<file path="src/hdl/rptg_pkg.sv">
// rptg_pkg: types, codes and constants shared by the presence tracker modules
// depends on nothing; every module refers to it by scoped names
package rptg_pkg;

    localparam int GRID_SIZE = 20;
    localparam int SLOT_W    = 5;
    localparam int SLOTIDX_W = 9;
    localparam int CFG_IDX_W = 3;
    localparam int CFG_DAT_W = 8;

    // request function codes
    localparam logic [1:0] FUNC_BEACON   = 2'd0;
    localparam logic [1:0] FUNC_READINGS = 2'd1;
    localparam logic [1:0] FUNC_TICK     = 2'd2;

    // event codes
    localparam logic [1:0] EV_NONE   = 2'd0;
    localparam logic [1:0] EV_NEW    = 2'd1;
    localparam logic [1:0] EV_DETECT = 2'd2;
    localparam logic [1:0] EV_ABSENT = 2'd3;

    // configuration register indexes
    localparam logic [CFG_IDX_W-1:0] REG_NEAR_THRESHOLD = 3'd0;
    localparam logic [CFG_IDX_W-1:0] REG_DETECT_HOLD    = 3'd1;
    localparam logic [CFG_IDX_W-1:0] REG_ABSENT_HOLD    = 3'd2;
    localparam logic [CFG_IDX_W-1:0] REG_GRID_ROW       = 3'd3;
    localparam logic [CFG_IDX_W-1:0] REG_GRID_COL       = 3'd4;

    // reset values
    localparam logic signed [7:0] NEAR_THRESHOLD_RST = -8'sd50;
    localparam logic [7:0]        DETECT_HOLD_RST    = 8'd15;
    localparam logic [7:0]        ABSENT_HOLD_RST    = 8'd30;

    typedef struct packed {
        logic [1:0]         func;
        logic signed [7:0]  rssi;
        logic [15:0]        sender_id;
        logic [31:0]        now_seconds;
    } in_item_t;

    typedef struct packed {
        logic [1:0]           event_res;
        logic [15:0]          event_node;
        logic [31:0]          event_time;
        logic                 send_request;
        logic                 send_beacon;
        logic [SLOTIDX_W-1:0] slot_index;
    } out_item_t;

    typedef struct packed {
        logic signed [7:0]   near_threshold;
        logic [7:0]          detect_hold_seconds;
        logic [7:0]          absent_hold_seconds;
        logic [SLOT_W-1:0]   grid_row;
        logic [SLOT_W-1:0]   grid_col;
    } cfg_t;

endpackage

</file>
<file path="src/hdl/rptg_cfg.sv">
// rptg_cfg: configuration register file written through the config channel
// depends on rptg_pkg
module rptg_cfg (
    input  logic                              clk,
    input  logic                              rst_n,
    input  logic                              cfg_valid,
    output logic                              cfg_ready,
    input  logic [rptg_pkg::CFG_IDX_W-1:0]    cfg_index,
    input  logic [rptg_pkg::CFG_DAT_W-1:0]    cfg_data,
    output rptg_pkg::cfg_t                    cfg
);

    rptg_pkg::cfg_t cfg_reg;
    rptg_pkg::cfg_t cfg_next;

    assign cfg_ready = 1'b1;
    assign cfg       = cfg_reg;

    always_comb
    begin
        cfg_next = cfg_reg;
        if (cfg_valid)
        begin
            unique case (cfg_index)
                rptg_pkg::REG_NEAR_THRESHOLD: cfg_next.near_threshold = cfg_data;
                rptg_pkg::REG_DETECT_HOLD:    cfg_next.detect_hold_seconds = cfg_data;
                rptg_pkg::REG_ABSENT_HOLD:    cfg_next.absent_hold_seconds = cfg_data;
                rptg_pkg::REG_GRID_ROW:
                    cfg_next.grid_row = cfg_data[rptg_pkg::SLOT_W-1:0];
                rptg_pkg::REG_GRID_COL:
                    cfg_next.grid_col = cfg_data[rptg_pkg::SLOT_W-1:0];
                default: cfg_next = cfg_reg;
            endcase
        end
    end

    always_ff @(posedge clk or negedge rst_n)
    begin
        if (!rst_n)
        begin
            cfg_reg.near_threshold      <= rptg_pkg::NEAR_THRESHOLD_RST;
            cfg_reg.detect_hold_seconds <= rptg_pkg::DETECT_HOLD_RST;
            cfg_reg.absent_hold_seconds <= rptg_pkg::ABSENT_HOLD_RST;
            cfg_reg.grid_row            <= '0;
            cfg_reg.grid_col            <= '0;
        end
        else
        begin
            cfg_reg <= cfg_next;
        end
    end

endmodule

</file>
<file path="src/hdl/rptg_core.sv">
// rptg_core: neighbour presence state and slot counters with the per-request
// update logic; depends on rptg_pkg
module rptg_core (
    input  logic                  clk,
    input  logic                  rst_n,
    input  logic                  fire,
    input  rptg_pkg::in_item_t    item,
    input  rptg_pkg::cfg_t        cfg,
    output rptg_pkg::out_item_t   result
);

    logic [15:0]               held_node_reg,   held_node_next;
    logic                      near_valid_reg,  near_valid_next;
    logic [31:0]               near_since_reg,  near_since_next;
    logic                      away_valid_reg,  away_valid_next;
    logic [31:0]               away_since_reg,  away_since_next;
    logic                      pending_reg,     pending_next;
    logic [rptg_pkg::SLOT_W-1:0] slot_row_reg,  slot_row_next;
    logic [rptg_pkg::SLOT_W-1:0] slot_col_reg,  slot_col_next;

    logic [31:0] near_elapsed;
    logic [31:0] away_elapsed;
    logic        near_detect_due;
    logic        near_absent_due;
    logic        away_absent_due;
    logic        col_wrap;
    logic        row_wrap;
    logic        away_hit;
    logic        near_hit;
    logic [9:0]  slot_full;

    assign near_elapsed    = item.now_seconds - near_since_reg;
    assign away_elapsed    = item.now_seconds - away_since_reg;
    assign near_detect_due = near_elapsed >= {24'd0, cfg.detect_hold_seconds};
    assign near_absent_due = near_elapsed >= {24'd0, cfg.absent_hold_seconds};
    assign away_absent_due = away_elapsed >= {24'd0, cfg.absent_hold_seconds};
    assign col_wrap = ({1'b0, slot_col_reg} + 6'd1) >= 6'(rptg_pkg::GRID_SIZE);
    assign row_wrap = ({1'b0, slot_row_reg} + 6'd1) >= 6'(rptg_pkg::GRID_SIZE);
    assign slot_full = 10'(slot_row_reg) * 10'(rptg_pkg::GRID_SIZE) + 10'(slot_col_reg);
    // an away expiry drops the neighbour, so the near check then sees nothing
    assign away_hit = away_valid_reg && away_absent_due;
    assign near_hit = near_valid_reg && !away_hit && near_absent_due;

    always_comb
    begin
        held_node_next  = held_node_reg;
        near_valid_next = near_valid_reg;
        near_since_next = near_since_reg;
        away_valid_next = away_valid_reg;
        away_since_next = away_since_reg;
        pending_next    = pending_reg;
        slot_row_next   = slot_row_reg;
        slot_col_next   = slot_col_reg;
        result          = '0;

        unique case (item.func)
            rptg_pkg::FUNC_BEACON:
            begin
                if (item.rssi >= cfg.near_threshold)
                begin
                    if (held_node_reg == 16'd0)
                    begin
                        held_node_next    = item.sender_id;
                        result.event_res  = rptg_pkg::EV_NEW;
                        result.event_node = item.sender_id;
                    end
                    away_valid_next = 1'b0;
                    away_since_next = '0;
                    if (!near_valid_reg)
                    begin
                        near_valid_next = 1'b1;
                        near_since_next = item.now_seconds;
                    end
                    else if (near_detect_due)
                    begin
                        // a sender adopted by this same beacon is the one reported
                        result.event_res  = rptg_pkg::EV_DETECT;
                        result.event_node = held_node_next;
                        result.event_time = near_since_reg;
                        near_since_next   = item.now_seconds;
                        pending_next      = 1'b1;
                    end
                end
                else if (held_node_reg != 16'd0)
                begin
                    near_valid_next = 1'b0;
                    near_since_next = '0;
                    if (!away_valid_reg)
                    begin
                        away_valid_next = 1'b1;
                        away_since_next = item.now_seconds;
                    end
                    else if (away_absent_due)
                    begin
                        result.event_res  = rptg_pkg::EV_ABSENT;
                        result.event_node = held_node_reg;
                        result.event_time = away_since_reg;
                        held_node_next    = '0;
                        away_valid_next   = 1'b0;
                        away_since_next   = '0;
                    end
                end
            end
            rptg_pkg::FUNC_READINGS:
            begin
                pending_next = 1'b0;
            end
            rptg_pkg::FUNC_TICK:
            begin
                if (pending_reg)
                begin
                    result.send_request = 1'b1;
                end
                else
                begin
                    result.send_beacon = (slot_row_reg == cfg.grid_row)
                                      || (slot_col_reg == cfg.grid_col);
                    result.slot_index  = slot_full[rptg_pkg::SLOTIDX_W-1:0];
                    if (col_wrap)
                    begin
                        slot_col_next = '0;
                        slot_row_next = row_wrap ? '0 : slot_row_reg + 1'b1;
                        if (away_hit || near_hit)
                        begin
                            result.event_res  = rptg_pkg::EV_ABSENT;
                            result.event_node = held_node_reg;
                            result.event_time = away_hit ? away_since_reg : near_since_reg;
                            held_node_next    = '0;
                            near_valid_next   = 1'b0;
                            near_since_next   = '0;
                            away_valid_next   = 1'b0;
                            away_since_next   = '0;
                        end
                    end
                    else
                    begin
                        slot_col_next = slot_col_reg + 1'b1;
                    end
                end
            end
            default:
            begin
                result = '0;
            end
        endcase
    end

    always_ff @(posedge clk or negedge rst_n)
    begin
        if (!rst_n)
        begin
            held_node_reg  <= '0;
            near_valid_reg <= 1'b0;
            near_since_reg <= '0;
            away_valid_reg <= 1'b0;
            away_since_reg <= '0;
            pending_reg    <= 1'b0;
            slot_row_reg   <= '0;
            slot_col_reg   <= '0;
        end
        else if (fire)
        begin
            held_node_reg  <= held_node_next;
            near_valid_reg <= near_valid_next;
            near_since_reg <= near_since_next;
            away_valid_reg <= away_valid_next;
            away_since_reg <= away_since_next;
            pending_reg    <= pending_next;
            slot_row_reg   <= slot_row_next;
            slot_col_reg   <= slot_col_next;
        end
    end

endmodule

</file>
<file path="src/hdl/rssi_presence_tracker_with_grid_slots_unit.sv">
// rssi presence tracker with quorum grid slots: top level
// a request waits in the input register; its result is held in the output register
// throughput: one request per cycle while out_stall is low
// an output register lets a new request enter while a result waits to be taken
// reset (rst_n low, asynchronous): no neighbour held, timers and counters zero,
// configuration at its defaults; depends on rptg_pkg, rptg_cfg, rptg_core
module rssi_presence_tracker_with_grid_slots_unit (
    input  logic                              clk,
    input  logic                              rst_n,
    input  logic                              in_valid,
    output logic                              in_stall,
    input  rptg_pkg::in_item_t                in_data,
    output logic                              out_valid,
    input  logic                              out_stall,
    output rptg_pkg::out_item_t               out_data,
    input  logic                              cfg_valid,
    output logic                              cfg_ready,
    input  logic [rptg_pkg::CFG_IDX_W-1:0]    cfg_index,
    input  logic [rptg_pkg::CFG_DAT_W-1:0]    cfg_data
);

    rptg_pkg::cfg_t       cfg;
    rptg_pkg::out_item_t  result;

    logic                 in_valid_reg;
    rptg_pkg::in_item_t   in_data_reg;
    logic                 out_valid_reg;
    rptg_pkg::out_item_t  out_data_reg;
    logic                 advance;

    // the held request moves on when the result register is free or drains
    assign advance   = in_valid_reg && (!out_valid_reg || !out_stall);
    assign in_stall  = in_valid_reg && !advance;
    assign out_valid = out_valid_reg;
    assign out_data  = out_data_reg;

    rptg_cfg u_cfg (
        .clk       (clk),
        .rst_n     (rst_n),
        .cfg_valid (cfg_valid),
        .cfg_ready (cfg_ready),
        .cfg_index (cfg_index),
        .cfg_data  (cfg_data),
        .cfg       (cfg)
    );

    rptg_core u_core (
        .clk    (clk),
        .rst_n  (rst_n),
        .fire   (advance),
        .item   (in_data_reg),
        .cfg    (cfg),
        .result (result)
    );

    always_ff @(posedge clk or negedge rst_n)
    begin
        if (!rst_n)
        begin
            in_valid_reg  <= 1'b0;
            out_valid_reg <= 1'b0;
        end
        else
        begin
            if (!in_stall)
            begin
                in_valid_reg <= in_valid;
            end
            if (advance)
            begin
                out_valid_reg <= 1'b1;
            end
            else if (!out_stall)
            begin
                out_valid_reg <= 1'b0;
            end
        end
    end

    always_ff @(posedge clk)
    begin
        if (!in_stall && in_valid)
        begin
            in_data_reg <= in_data;
        end
        if (advance)
        begin
            out_data_reg <= result;
        end
    end

endmodule
</file>
<file path="config.mk">
export PLATFORM = sky130hd
export DESIGN_NAME = rssi_presence_tracker_with_grid_slots_unit
export DESIGN_NICKNAME = d
export VERILOG_FILES = /design/src/hdl/rptg_pkg.sv /design/src/hdl/rptg_cfg.sv /design/src/hdl/rptg_core.sv /design/src/hdl/rssi_presence_tracker_with_grid_slots_unit.sv
export SDC_FILE = /design/constraint.sdc
export NUM_CORES = 1
export LEC_CHECK = 0
export ABC_CLOCK_PERIOD_IN_PS = 15300
export BUFFER_PORTS_ARGS = -buffer_cell sky130_fd_sc_hd__buf_2
export CAP_MARGIN = 20
export CORE_MARGIN = 2
export CORE_UTILIZATION = 55
export DETAILED_ROUTE_END_ITERATION = 10
export GPL_ROUTABILITY_DRIVEN = 0
export PLACE_DENSITY = 0.81
export REMOVE_ABC_BUFFERS = 1
export SKIP_LAST_GASP = 1
export SLEW_MARGIN = 15
export SYNTH_ARGS = -nofsm -noshare
export SYNTH_HDL_FRONTEND = slang
export SYNTH_SLANG_ARGS = --single-unit
export TNS_END_PERCENT = 10
</file>
<file path="constraint.sdc">
create_clock -name clk -period 15.3 [get_ports clk]
set_clock_uncertainty 0.1 [all_clocks]
set_input_delay 1.53 -clock clk [delete_from_list [all_inputs] [get_ports clk]]
set_output_delay 1.53 -clock clk [all_outputs]
set_load 0.02 [all_outputs]
</file>
Word-level counts from Yosys, hierarchy flattened:

Index checks and enable logic that the tools add are counted.

* bits of input ports: 74
* output and inout port bits: 64
* flip-flop bits (word level): 248

* equal/unequal tests: 20
* $add $sub $neg: 7
* multiplexer cells: 54
* order comparisons: 6
* multiply operators: 1
* bitwise gates (word level): 2
* reduce and logical (&&, ||, !) cells: 33

Operators with widths (count)
* 2-to-1 mux 50 bit: 9
* 2-to-1 mux 32 bit: 12
* 2-to-1 mux 16 bit: 8
* one-hot mux 32 bit (2 select lines): 2
* one-hot mux 50 bit (2 select lines): 1
* greater-or-equal comparator 32 x 8 -> 1 bit: 3
* subtractor 32 bit: 2
* one-hot mux 16 bit (2 select lines): 1
* 2-to-1 mux 17 bit: 1
* logical NOT 16 bit: 1
* nonzero test 16 bit: 1
* 2-to-1 mux 1 bit: 15
* AND reduction 7 bit: 2
* adder 5 x 1 -> 6 bit (second input constant): 2
* greater-or-equal comparator 6 x 5 -> 1 bit (second input constant): 2
* != test 2 x 1 -> 1 bit (second input constant): 6
* adder 5 x 1 -> 5 bit (second input constant): 2
* equality test 5 bit: 2
* 2-to-1 mux 5 bit: 2
* AND reduction 2 bit: 5
* adder 9 x 5 -> 9 bit: 1
* != test 3 x 1 -> 1 bit (second input constant): 3
* greater-or-equal comparator 8 bit: 1
* != test 4 bit (second input constant): 2
* other kinds (21): 37

Longest topological paths before layout:

Gate-level depths: netlist of run 1.

* depth in word-level cells: 11
* depth in mapped cells: 21
* mapped depth without buffers: 19

By module:

Synthesis of run 1 repeated with hierarchy kept, for this count alone.

* cells, all modules: 1538
* area, all modules: 15437.3 um^2

By module, submodules not included
* rptg_core: area each 10432.5 um^2, instances 1, cells each 1334
* rssi_presence_tracker_with_grid_slots_unit: area each 3666.0 um^2, instances 1, cells each 127
* rptg_cfg: area each 1338.8 um^2, instances 1, cells each 77

Worst setup path before layout of run 1:

Ideal clock, no wire load.

* kind: reg2reg
* from: register in_data_reg[4] in the netlist's numbering
* to: register out_data_reg, in the netlist out_data[13], data pin
* period minus slack after synthesis: 4.949 ns
* data required time: 14.944 ns
* arrival: 4.592 ns
* cell stages (with the launch flop): 20
* path buffers: 1
* slack: 10.351 ns
* library setup time: 0.256 ns
* cell sequence: edfxtp_1 -> ha_1 -> a21o_1 -> a31oi_1 -> nand2_1 -> a21o_1 -> a21oi_1 -> xnor2_1 -> ha_1 -> a311o_1 -> a221oi_1 -> nand4_1 -> a2111o_1 -> nor4b_1 -> nand4_1 -> or4_1 -> o21ai_2 -> nor2_1 -> clkbuf_1 -> a22o_1

RTL lines
* start: declaration: RTL line rssi_presence_tracker_with_grid_slots_unit.sv:26 `rptg_pkg::in_item_t in_data_reg;`
* start signal: assignment: RTL line rssi_presence_tracker_with_grid_slots_unit.sv:84 `in_data_reg <= in_data;`
* end signal: assignment: RTL line rssi_presence_tracker_with_grid_slots_unit.sv:88 `out_data_reg <= result;`
* end: declaration: RTL line rssi_presence_tracker_with_grid_slots_unit.sv:28 `rptg_pkg::out_item_t out_data_reg;`

Worst setup path in the final report of run 1:

* from: register in_data_reg[4] in the netlist's numbering
* to: register u_core.near_since_reg[20]

* word-level cells in the longest chain between the ends: 9
* elaborated cells between the ends (all ways): 13
* those cells by class: add/sub (2); order compare (3); eq/ne (2); reduce/logical (6)

Ends and longest elaborated chain
* subtractor 32 bit: RTL line rptg_core.sv:33 `assign away_elapsed = item.now_seconds - away_since_reg;`
* greater-or-equal comparator 32 x 8 -> 1 bit: RTL line rptg_core.sv:36 `assign away_absent_due = away_elapsed >= {24'd0, cfg.absent_hold_seconds};`
* logical AND 1 bit: RTL line rptg_core.sv:41 `assign away_hit = away_valid_reg && away_absent_due;`
* logical NOT 1 bit: RTL line rptg_core.sv:42 `assign near_hit = near_valid_reg && !away_hit && near_absent_due;`
* logical AND 1 bit (2 in a row): RTL line rptg_core.sv:42
* logical OR 1 bit: RTL line rptg_core.sv:123 `if (away_hit || near_hit)`
* != test 2 x 1 -> 1 bit (no line)
* AND reduction 7 bit (no line) *
* end signal: assignment: RTL line rptg_core.sv:165 `near_since_reg <= near_since_next;`
* end: declaration: RTL line rptg_core.sv:14 `logic [31:0] near_since_reg, near_since_next;`

Every way passes the cells marked *; elsewhere a longest branch is shown, timed or not.
A chain may end at the register's enable or synchronous reset.

==> flow_summary.ini, run 1 <==
[sta]
relSlewSlack = 0.294
final-hold-violation-count = 0
worstMarginPinSlew_ps = 1050
rsz0062_at_grt = false
fin_crit_ps = 6110
slew_violations = 0
final-setup-viol-count = 0
fin_crit_sh = 0.399
clock.fmax_mhz = 164
tns_ps = 0
hold_ws_ps = 403

[grt]
grt_max_degree = 70
grt-ovfl-total = 0
grt_antenna_before_repair = 0
grt_pass1_vias = 12600
grt_pass1_wl_mm = 63.9
grt.total_usage = 0.268

[synth]
synth-seq-area-share = 0.438
ys_warn_count = 0
synth-seq-cells = 248
netlist_area_um2 = 15600
avgSynthCellArea_um2 = 9.70
synth-edff-count = 119
syn_inst = 1605
async_flop_share = 0.520
ys.flop_type = edfxtp_1
synth_cell_types = 78

[critical_path]
start_kind = register
crit_required_ps = 15650
worstPathArrival_ps = 6450
r2r_start = in_data_reg[4]
cp-end-kind = register
cp_max_fo = 47
worstSetupStartpoint = in_data_reg[4]
crit_type = register to register

[layout]
fin_cells = 2101
drive_gt1_frac = 0.140
fin_nets = 1888
largest_reg_flops = 61
area_growth_pct = 11.6
antenna_cells = 0

[routing]
routedWlPerCell_um = 19.0
finalWirelength_mm = 40.0
post-route-drc-count = 0
dr.first_iter.drc_count = 1385
detail-route-antenna-nets = 0
firstDrtPassIters = 7
via_per_inst = 6.26
vias = 13200

[power]
p_per_area_nw_per_um2 = 169
finalPower_mw = 2.93
ir_worst_vdd_mv = 0.109
p_leak_nw = 7.56

[floorplanning]
rows = 61
core_region_area_um2 = 27900
top_level_ports = 138
initial_core_util = 0.559
die_y_um = 172
die_w_um = 172
die_area_um2 = 29700

[hold_path]
min-delay-start = in_valid_reg
hp-class = register to register

[clock_network]
cts_root_buf = clkbuf_16
htree_levels = 1
cts_made_buffers = 27
clk_path_buf_depth = 3
clk_latency_ps = 560
cts_setup_buffers = 0
clk_pin_slew_ps = 60
cts.sinks = 248
cts_tree = built
holdBufCountCts = 0
cts_resized = 0

[placed_design]
dp_cells = 2051
io_buffer_count = 136
hpwl_mm = 28.2

[status]
run_status = completed

[job]
cap_violations = 0
## critical path: stages (launching register included)
cell and delay [ps]:
edfxtp_1 450, ha_1 400, a21o_1 210, a31oi_1 300, nand2_1 140, a21o_1 200, a21oi_1 190, xnor2_1 90
ha_1 180, a311o_1 270, a221oi_1 330, nand4_1 150, a2111o_1 400, nor4b_1 310, nand4_1 120, or4_1 640
o2111ai_2 410, nand2_2 660, o21ai_0 440
## stage by stage
stage	instance area (µm²)	worst slack [ps]	util
after detailed placement	16500	9360	0.591
after CTS	17400	9300	0.623
after global placement	16500	9670	0.591
after global routing	17400	8840	0.623
after floorplan	15200	10190	-
final	17400	9190	0.623
## worst paths after layout
kind | to | slack (ps) | cells after the start
max | u_core.near_since_reg[20] | 9190 | 18
min | out_valid | 400 | 1
max reg2reg | u_core.near_since_reg[20] | 9190 | 18
min reg2reg | out_valid | 400 | 1
max in group asynchronous | u_core.slot_col_reg[4] | 12740 | 2
min in group asynchronous | u_core.near_since_reg[20] | 940 | 1
## layout make-up
cell class	instances	area (µm²)
Fill cell	2278	10500
Sequential cell	248	6820
Multi-Input combinational cell	1158	7980
Clock inverter	13	164
Timing Repair Buffer	145	751
Tap cell	378	473
Clock buffer	36	719
Inverter	123	463
## synth_stat cells (all sizes together) (15+ instances only)
master  count  area [µm²]
a221o      18         180
nand4      22         138
a22o       35         307
nor2       70         263
mux2i      34         340
nor3       24         120
nor2b      30         188
mux2       16         180
edfxtp    119        3570
dfrtp     116        2900
clkbuf     62         233
nand2b     15        93.8
xnor2      30         263
a31oi      27         169
a21o       30         225
ha        107        1340
xor2       23         201
nand2     140         536
a21oi     100         512
o21ai     159         800
inv       123         462
nand3      30         155
and3       53         332
o211ai     20         150
## cell families (layout without fill, tap and decap cells)
kind of cell	count (synthesis)	count (layout)	synth area share
other cells	1	1	0.000241
compound gates	490	490	0.206
fa+ha+maj	111	111	0.0912
simple gates	453	453	0.149
mux	50	50	0.0334
flops	248	248	0.438
xor+xnor	53	53	0.0298
buf+inv	199	317	0.0515
## layout by cell type, fill, tap and decap left out, types with 34 or more instances in the layout
cell type,Yosys,routed
nor2_1,70,67
edfxtp_1,119,119
nand2_1,138,137
a22o_1,35,35
mux2i_1,34,34
o21ai_0,150,150
a21oi_1,99,98
inv_1,123,122
and3_1,53,53
dfrtp_1,116,116
buf_2,7,135
ha_1,107,107
## report_power, final
| group | internal, mW | switching, mW |
|---|---|---|
| Combinational | 0.496 | 0.843 |
| Clock | 0.383 | 0.271 |
| Sequential | 0.841 | 0.0931 |
## metal layers
layer	global-route usage	up-vias	routed length (µm)
li1	-	6120	-
met1	0.361	6303	16900
met2	0.450	630	19000
met3	0.0357	101	2870
met4	0.0888	0	1190
met5	0	-	0
Note: power is estimated with default switching activity, not from simulation.
==> run 2: changes to the inputs <==
--- a/config.mk
+++ b/config.mk
@@ -5,14 +5,14 @@
 export SDC_FILE = /design/constraint.sdc
 export NUM_CORES = 1
 export LEC_CHECK = 0
-export ABC_CLOCK_PERIOD_IN_PS = 15300
+export ABC_CLOCK_PERIOD_IN_PS = 5600
 export BUFFER_PORTS_ARGS = -buffer_cell sky130_fd_sc_hd__buf_2
 export CAP_MARGIN = 20
 export CORE_MARGIN = 2
 export CORE_UTILIZATION = 55
 export DETAILED_ROUTE_END_ITERATION = 10
 export GPL_ROUTABILITY_DRIVEN = 0
-export PLACE_DENSITY = 0.81
+export PLACE_DENSITY = 0.83
 export REMOVE_ABC_BUFFERS = 1
 export SKIP_LAST_GASP = 1
 export SLEW_MARGIN = 15
==> constraint.sdc (replaced) <==
create_clock -name clk -period 5.6 [get_ports clk]
set_clock_uncertainty 0.1 [all_clocks]
set_input_delay 0.56 -clock clk [delete_from_list [all_inputs] [get_ports clk]]
set_output_delay 0.56 -clock clk [all_outputs]
set_load 0.02 [all_outputs]
==> run 2 against run 1 <==
Core utilization is 0.52 points higher. Combinational power rose to 2.8 times the previous value. First-iteration DRC count grew 10%. Critical endpoint is now out_data[31]. Largest power group unchanged. The flow now finishes with violations (max-capacitance violations, max-slew violations). Final area rose by 0.84%.
==> flow_summary.ini, run 2 (synthesis gave the netlist of run 1 again) <==
[grt]
busiest_layer = met2
grt-ovfl-total = 0
grt_pass1_wl_mm = 65.0
grt.met1_usage = 0.363
grt.total_usage = 0.272
grt_antenna_before_repair = 1
grt_max_degree = 75
use_met2 = 0.460
grt_pass1_vias = 13100
grt.met3_usage = 0.0378

[power]
p_int_mw = 4.68
p_comb_frac = 0.468
p_per_area_nw_per_um2 = 458
power_frac_seq = 0.318
finalPower_mw = 8.03
p_leak_nw = 7.63
pwr-share-clk = 0.214
p_switching_mw = 3.35
switching_share = 0.417
ir_worst_vdd_mv = 0.336

[clock_network]
clk_path_buf_depth = 3
clk_latency_ps = 560
clk_pin_slew_ps = 60
cts.sinks = 248
cts_tree = built
cts_made_buffers = 27
htree_levels = 1
cts_root_buf = clkbuf_16

[status]
violations = max-capacitance violations, max-slew violations
run_status = finished, violations left

[routing]
firstDrtPassIters = 6
dr.first_iter.drc_count = 1530
post-route-drc-count = 0
finalWirelength_mm = 40.9
routedWlPerCell_um = 19.4
detail-route-antenna-nets = 0
vias = 13300
via_per_inst = 6.27

[critical_path]
start_kind = register
worstPathArrival_ps = 5570
max_stage_delay_ps = 580
r2r_slack_ps = 240
path_depth = 19
crit_type = register to register
path_delay_family = compound AO/OA/AOI/OAI gates
cp_max_fo = 16
r2r_end = out_data[31]
r2r_cells = 19
cp-end-kind = register
worstPathCellList = inv_1 -> ha_1 -> fa_1 -> nor2b_1 -> o2111ai_2 -> nand2_1 -> xor2_1 -> ha_1 -> a21o_1 -> a221oi_1 -> nand4_1 -> a2111o_1 -> nor4b_2 -> nand4_1 -> or4_4 -> o21ai_4 -> buf_12 -> nor2_4 -> a22o_1
worstSetupStartpoint = in_data_reg[0]
r2r_start = in_data_reg[0]
crit_end = out_data[31]
path_buf_inv = 2
cp_slowest_cell = or4_4
crit_required_ps = 5810

[job]
cap_violations = 1

[hold_path]
hp-class = input port to register

[sta]
worstMarginPinSlew_ps = 1610
fin_crit_ps = 5360
fin_crit_sh = 0.957
relSlewSlack = -0.0862
clock.fmax_mhz = 187
slew_violations = 6
final-setup-viol-count = 0
final-hold-violation-count = 0

[floorplanning]
rows = 61
top_level_ports = 138
core_region_area_um2 = 27900
initial_core_util = 0.559
die_w_um = 172
die_area_um2 = 29700
die_y_um = 172

[layout]
layout_commonest_cell = o21ai_0
fillers = 2273
antenna_cells = 0
drive_gt1_frac = 0.149
largest_reg_flops = 61
area_growth_pct = 12.5
fin_nets = 1901
design_area_um2 = 17500
final_cell_mix = 149 x o21ai_0, 138 x nand2_1, 135 x buf_2

[placed_design]
io_buffer_count = 136
hpwl_mm = 28.6
post_dp_cell_area_um2 = 16500
## run 2: cell types whose count changed in the layout (fill, tap and decap cells not counted), sizes merged
cell / before / now
buf: 145 / 155
bufinv: 3 / 0
clkbuf: 36 / 44
clkinv: 7 / 5
clkinvlp: 3 / 1
dlygate4sd3: 0 / 1
nor2: 70 / 72
## run 2: per-stage QoR
stage                     setup WS (ps)  hold WS (ps)  utilization  std cells  setup TNS [ps]
after detailed placement            114           385        0.593       2059               0
after global routing              -58.3          60.6        0.629       2115           -1340
after floorplan                     487           164            -       1529               0
after global placement              325           371        0.593       2059               0
final                               240          77.1        0.629       2115               0
after CTS                          87.1          57.4        0.624       2109               0
## run 2: final cells by class
class / instances / area (µm²) / share of cell area
Sequential cell: 248 / 6820 / 0.389
Inverter: 123 / 463 / 0.0264
Timing Repair Buffer: 156 / 861 / 0.0492
Clock buffer: 44 / 810 / 0.0462
Clock inverter: 6 / 51.3 / 0.00293
Multi-Input combinational cell: 1160 / 8030 / 0.459
Tap cell: 378 / 473 / 0.0270
## run 2: layer usage
| metal | up-vias | wire length, µm |
|---|---|---|
| met5 | - | 13 |
| met3 | 138 | 3310 |
| met4 | 2 | 1440 |
| li1 | 6153 | - |
| met2 | 661 | 19100 |
| met1 | 6299 | 17100 |
## run 2: worst min-delay path by stage
stage / startpoint / end / slack [ps] / depth (start not counted)
6_report: in_data[13] / in_data_reg[13] / 80 / 1
5_1_grt: in_data[22] / in_data_reg[22] / 60 / 1
4_1_cts: in_data[8] / in_data_reg[8] / 60 / 1
3_5_place_dp: in_data_reg[56] / u_core.pending_reg / 380 / 1
3_3_place_gp: in_valid_reg / out_valid / 370 / 1
2_1_floorplan: rst_n / in_valid_reg / 160 / 0
## run 2: timing repair
item | in CTS | in global routing
hold endpoints to repair | 0 | 32
resized for setup | 0 | 10
hold buffers | 0 | 1
buffers inserted | 0 | 2
endpoints found under the setup margin | 0 | 125
## run 2: power by group through the flow
stage / Clock, mW / Sequential [mW] / Combinational [mW]
after detailed placement: 0 / 2.57 / 3.55
after floorplan: 0 / 2.56 / 2.56
final: 1.72 / 2.55 / 3.76
after global placement: 0 / 2.56 / 3.43
after global routing: 1.83 / 2.59 / 4.13
after CTS: 1.75 / 2.54 / 3.59
==> run 3: changes to the inputs <==
--- a/config.mk
+++ b/config.mk
@@ -8,7 +8,6 @@
 export ABC_CLOCK_PERIOD_IN_PS = 5600
 export BUFFER_PORTS_ARGS = -buffer_cell sky130_fd_sc_hd__buf_2
 export CAP_MARGIN = 20
-export CORE_MARGIN = 2
 export CORE_UTILIZATION = 55
 export DETAILED_ROUTE_END_ITERATION = 10
 export GPL_ROUTABILITY_DRIVEN = 0
==> constraint.sdc (replaced) <==
create_clock -name clk -period 5.6 [get_ports clk]
set_clock_uncertainty 0.1 [all_clocks]
set_input_delay 0.28 -clock clk [delete_from_list [all_inputs] [get_ports clk]]
set_output_delay 0.28 -clock clk [all_outputs]
set_load 0.02 [all_outputs]
==> run 3 against run 2 <==
Largest power group unchanged. Routed wire length is 2.8% higher. Total power is 1.4% lower. Global-route usage is 1.5 points higher. Largest cell class unchanged. First-iteration DRC count fell by 5.6%. The run now ends clean. Setup slack improved by 2.3 ps. Final area rose by 3.2%. Die area decreased by 2.3%. Critical endpoint is now out_data[13]. Critical path type unchanged.
==> flow_summary.ini, run 3 (synthesis gave the netlist of run 1 again) <==
[critical_path]
cp-end-kind = register
cp_max_fo = 16
start_kind = register
worstPathArrival_ps = 5560
r2r_slack_ps = 240
crit_type = register to register
crit_required_ps = 5800

[clock_network]
cts_root_buf = clkbuf_16
clk_pin_slew_ps = 60
cts.sinks = 248
cts_made_buffers = 26
clk_path_buf_depth = 3
clk_latency_ps = 560
htree_levels = 1
cts_tree = built

[job]
cap_violations = 0

[sta]
worstMarginPinSlew_ps = 1190
slew_violations = 0
final-hold-violation-count = 0
final-setup-viol-count = 0
fin_crit_ps = 5360
fin_crit_sh = 0.957
clock.fmax_mhz = 187
tns_ps = 0
relSlewSlack = 0.200

[layout]
fillers = 2221
final_cell_mix = 150 x o21ai_0, 138 x nand2_1, 135 x buf_2
layout_commonest_cell = o21ai_0
fin_cells = 2177
fin_nets = 1964
area_growth_pct = 16.1
largest_reg_flops = 61
drive_gt1_frac = 0.137
design_area_um2 = 18100
antenna_cells = 0

[floorplanning]
die_w_um = 170
die_y_um = 170
top_level_ports = 138
core_region_area_um2 = 27800
rows = 61
die_area_um2 = 29000
initial_core_util = 0.560

[power]
p_leak_nw = 7.84
p_per_area_nw_per_um2 = 438
finalPower_mw = 7.91
ir_worst_vdd_mv = 0.318

[routing]
routedWlPerCell_um = 19.3
dr.first_iter.drc_count = 1445
via_per_inst = 6.31
vias = 13700
detail-route-antenna-nets = 0
post-route-drc-count = 0
firstDrtPassIters = 7
finalWirelength_mm = 42.1

[hold_path]
hp-class = input port to register

[grt]
use_met2 = 0.489
grt_pass1_vias = 13400
grt-ovfl-total = 0
busiest_layer = met2
grt.met3_usage = 0.0463
grt_max_degree = 82
grt_antenna_before_repair = 0
grt.met1_usage = 0.366
grt.total_usage = 0.287
grt_pass1_wl_mm = 66.5

[placed_design]
post_dp_cell_area_um2 = 16500
hpwl_mm = 28.6
io_buffer_count = 136
dp_cells = 2057

[status]
run_status = completed
==> run 3: cell count changes in the layout (fill, tap and decap cells not counted), sizes merged <==
| cell | before | now |
|---|---|---|
| dlygate4sd3 | 1 | 70 |
| clkbuf | 44 | 37 |
| clkinv | 5 | 10 |
| buf | 155 | 151 |
| nor2 | 72 | 71 |
==> run 3: per-stage QoR <==
stage	worst slack, ps	util	hold slack, ps
floorplan	487	-	-116
finish	243	0.650	146
global route	-39.1	0.650	155
detailed placement	192	0.595	358
global placement	315	0.595	356
CTS	184	0.648	125
==> run 3: path summary, 6_finish.rpt <==
| path | start | endpoint | cells past startpoint |
|---|---|---|---|
| min in group asynchronous | rst_n | u_core.near_since_reg[21] | 2 |
| setup reg to reg | in_data_reg[0] | out_data[13] | 18 |
| hold / removal | cfg_index[1] | u_cfg.cfg[32] | 5 |
| setup / recovery | in_data_reg[0] | out_data[13] | 18 |
| max in group asynchronous | rst_n | u_core.slot_row_reg[0] | 3 |
| hold reg to reg | in_valid_reg | out_valid | 1 |
==> run 3: metal layers <==
| layer | vias to the layer above | part of all wire | routed length, µm |
|---|---|---|---|
| li1 | 6261 | - | - |
| met1 | 6665 | 0.41 | 17100 |
| met2 | 674 | 0.48 | 20000 |
| met3 | 137 | 0.080 | 3350 |
| met4 | 0 | 0.038 | 1600 |
| met5 | - | 0 | 0 |
==> run 3: final cells by class <==
class / instances / area [µm²] / share of cell area
Multi-Input combinational cell: 1159 / 8030 / 0.444
Clock buffer: 37 / 712 / 0.0394
Tap cell: 378 / 473 / 0.0262
Timing Repair Buffer: 221 / 1510 / 0.0837
Sequential cell: 248 / 6820 / 0.377
Clock inverter: 11 / 65.1 / 0.00360
Inverter: 123 / 463 / 0.0256
==> run 3: critical path: stages, from the launching register on <==
cell,delay (ps)
edfxtp_1,410
inv_1,90
ha_1,250
fa_1,420
nor2b_1,210
o2111ai_2,190
nand2_1,130
xor2_1,150
ha_1,250
a21o_1,160
a221oi_1,300
nand4_1,120
a2111o_1,390
nor4b_1,300
nand4_1,130
or4_4,580
o21ai_4,340
nor2_4,240
a22o_1,340
==> run 3: repair_timing <==
| action | CTS | global route |
|---|---|---|
| endpoints found under the setup margin | 0 | 121 |
| gates resized for setup | 0 | 7 |
| buffers inserted | 0 | 1 |
| hold buffers | 70 | 0 |
| endpoints found under the hold margin | 168 | 0 |
==> run 3: report_power, final <==
group,switching (mW),internal [mW],total (mW)
clock,0.730,0.885,1.61
sequential,0.259,2.30,2.56
combinational,2.34,1.40,3.74
total,3.33,4.59,7.91
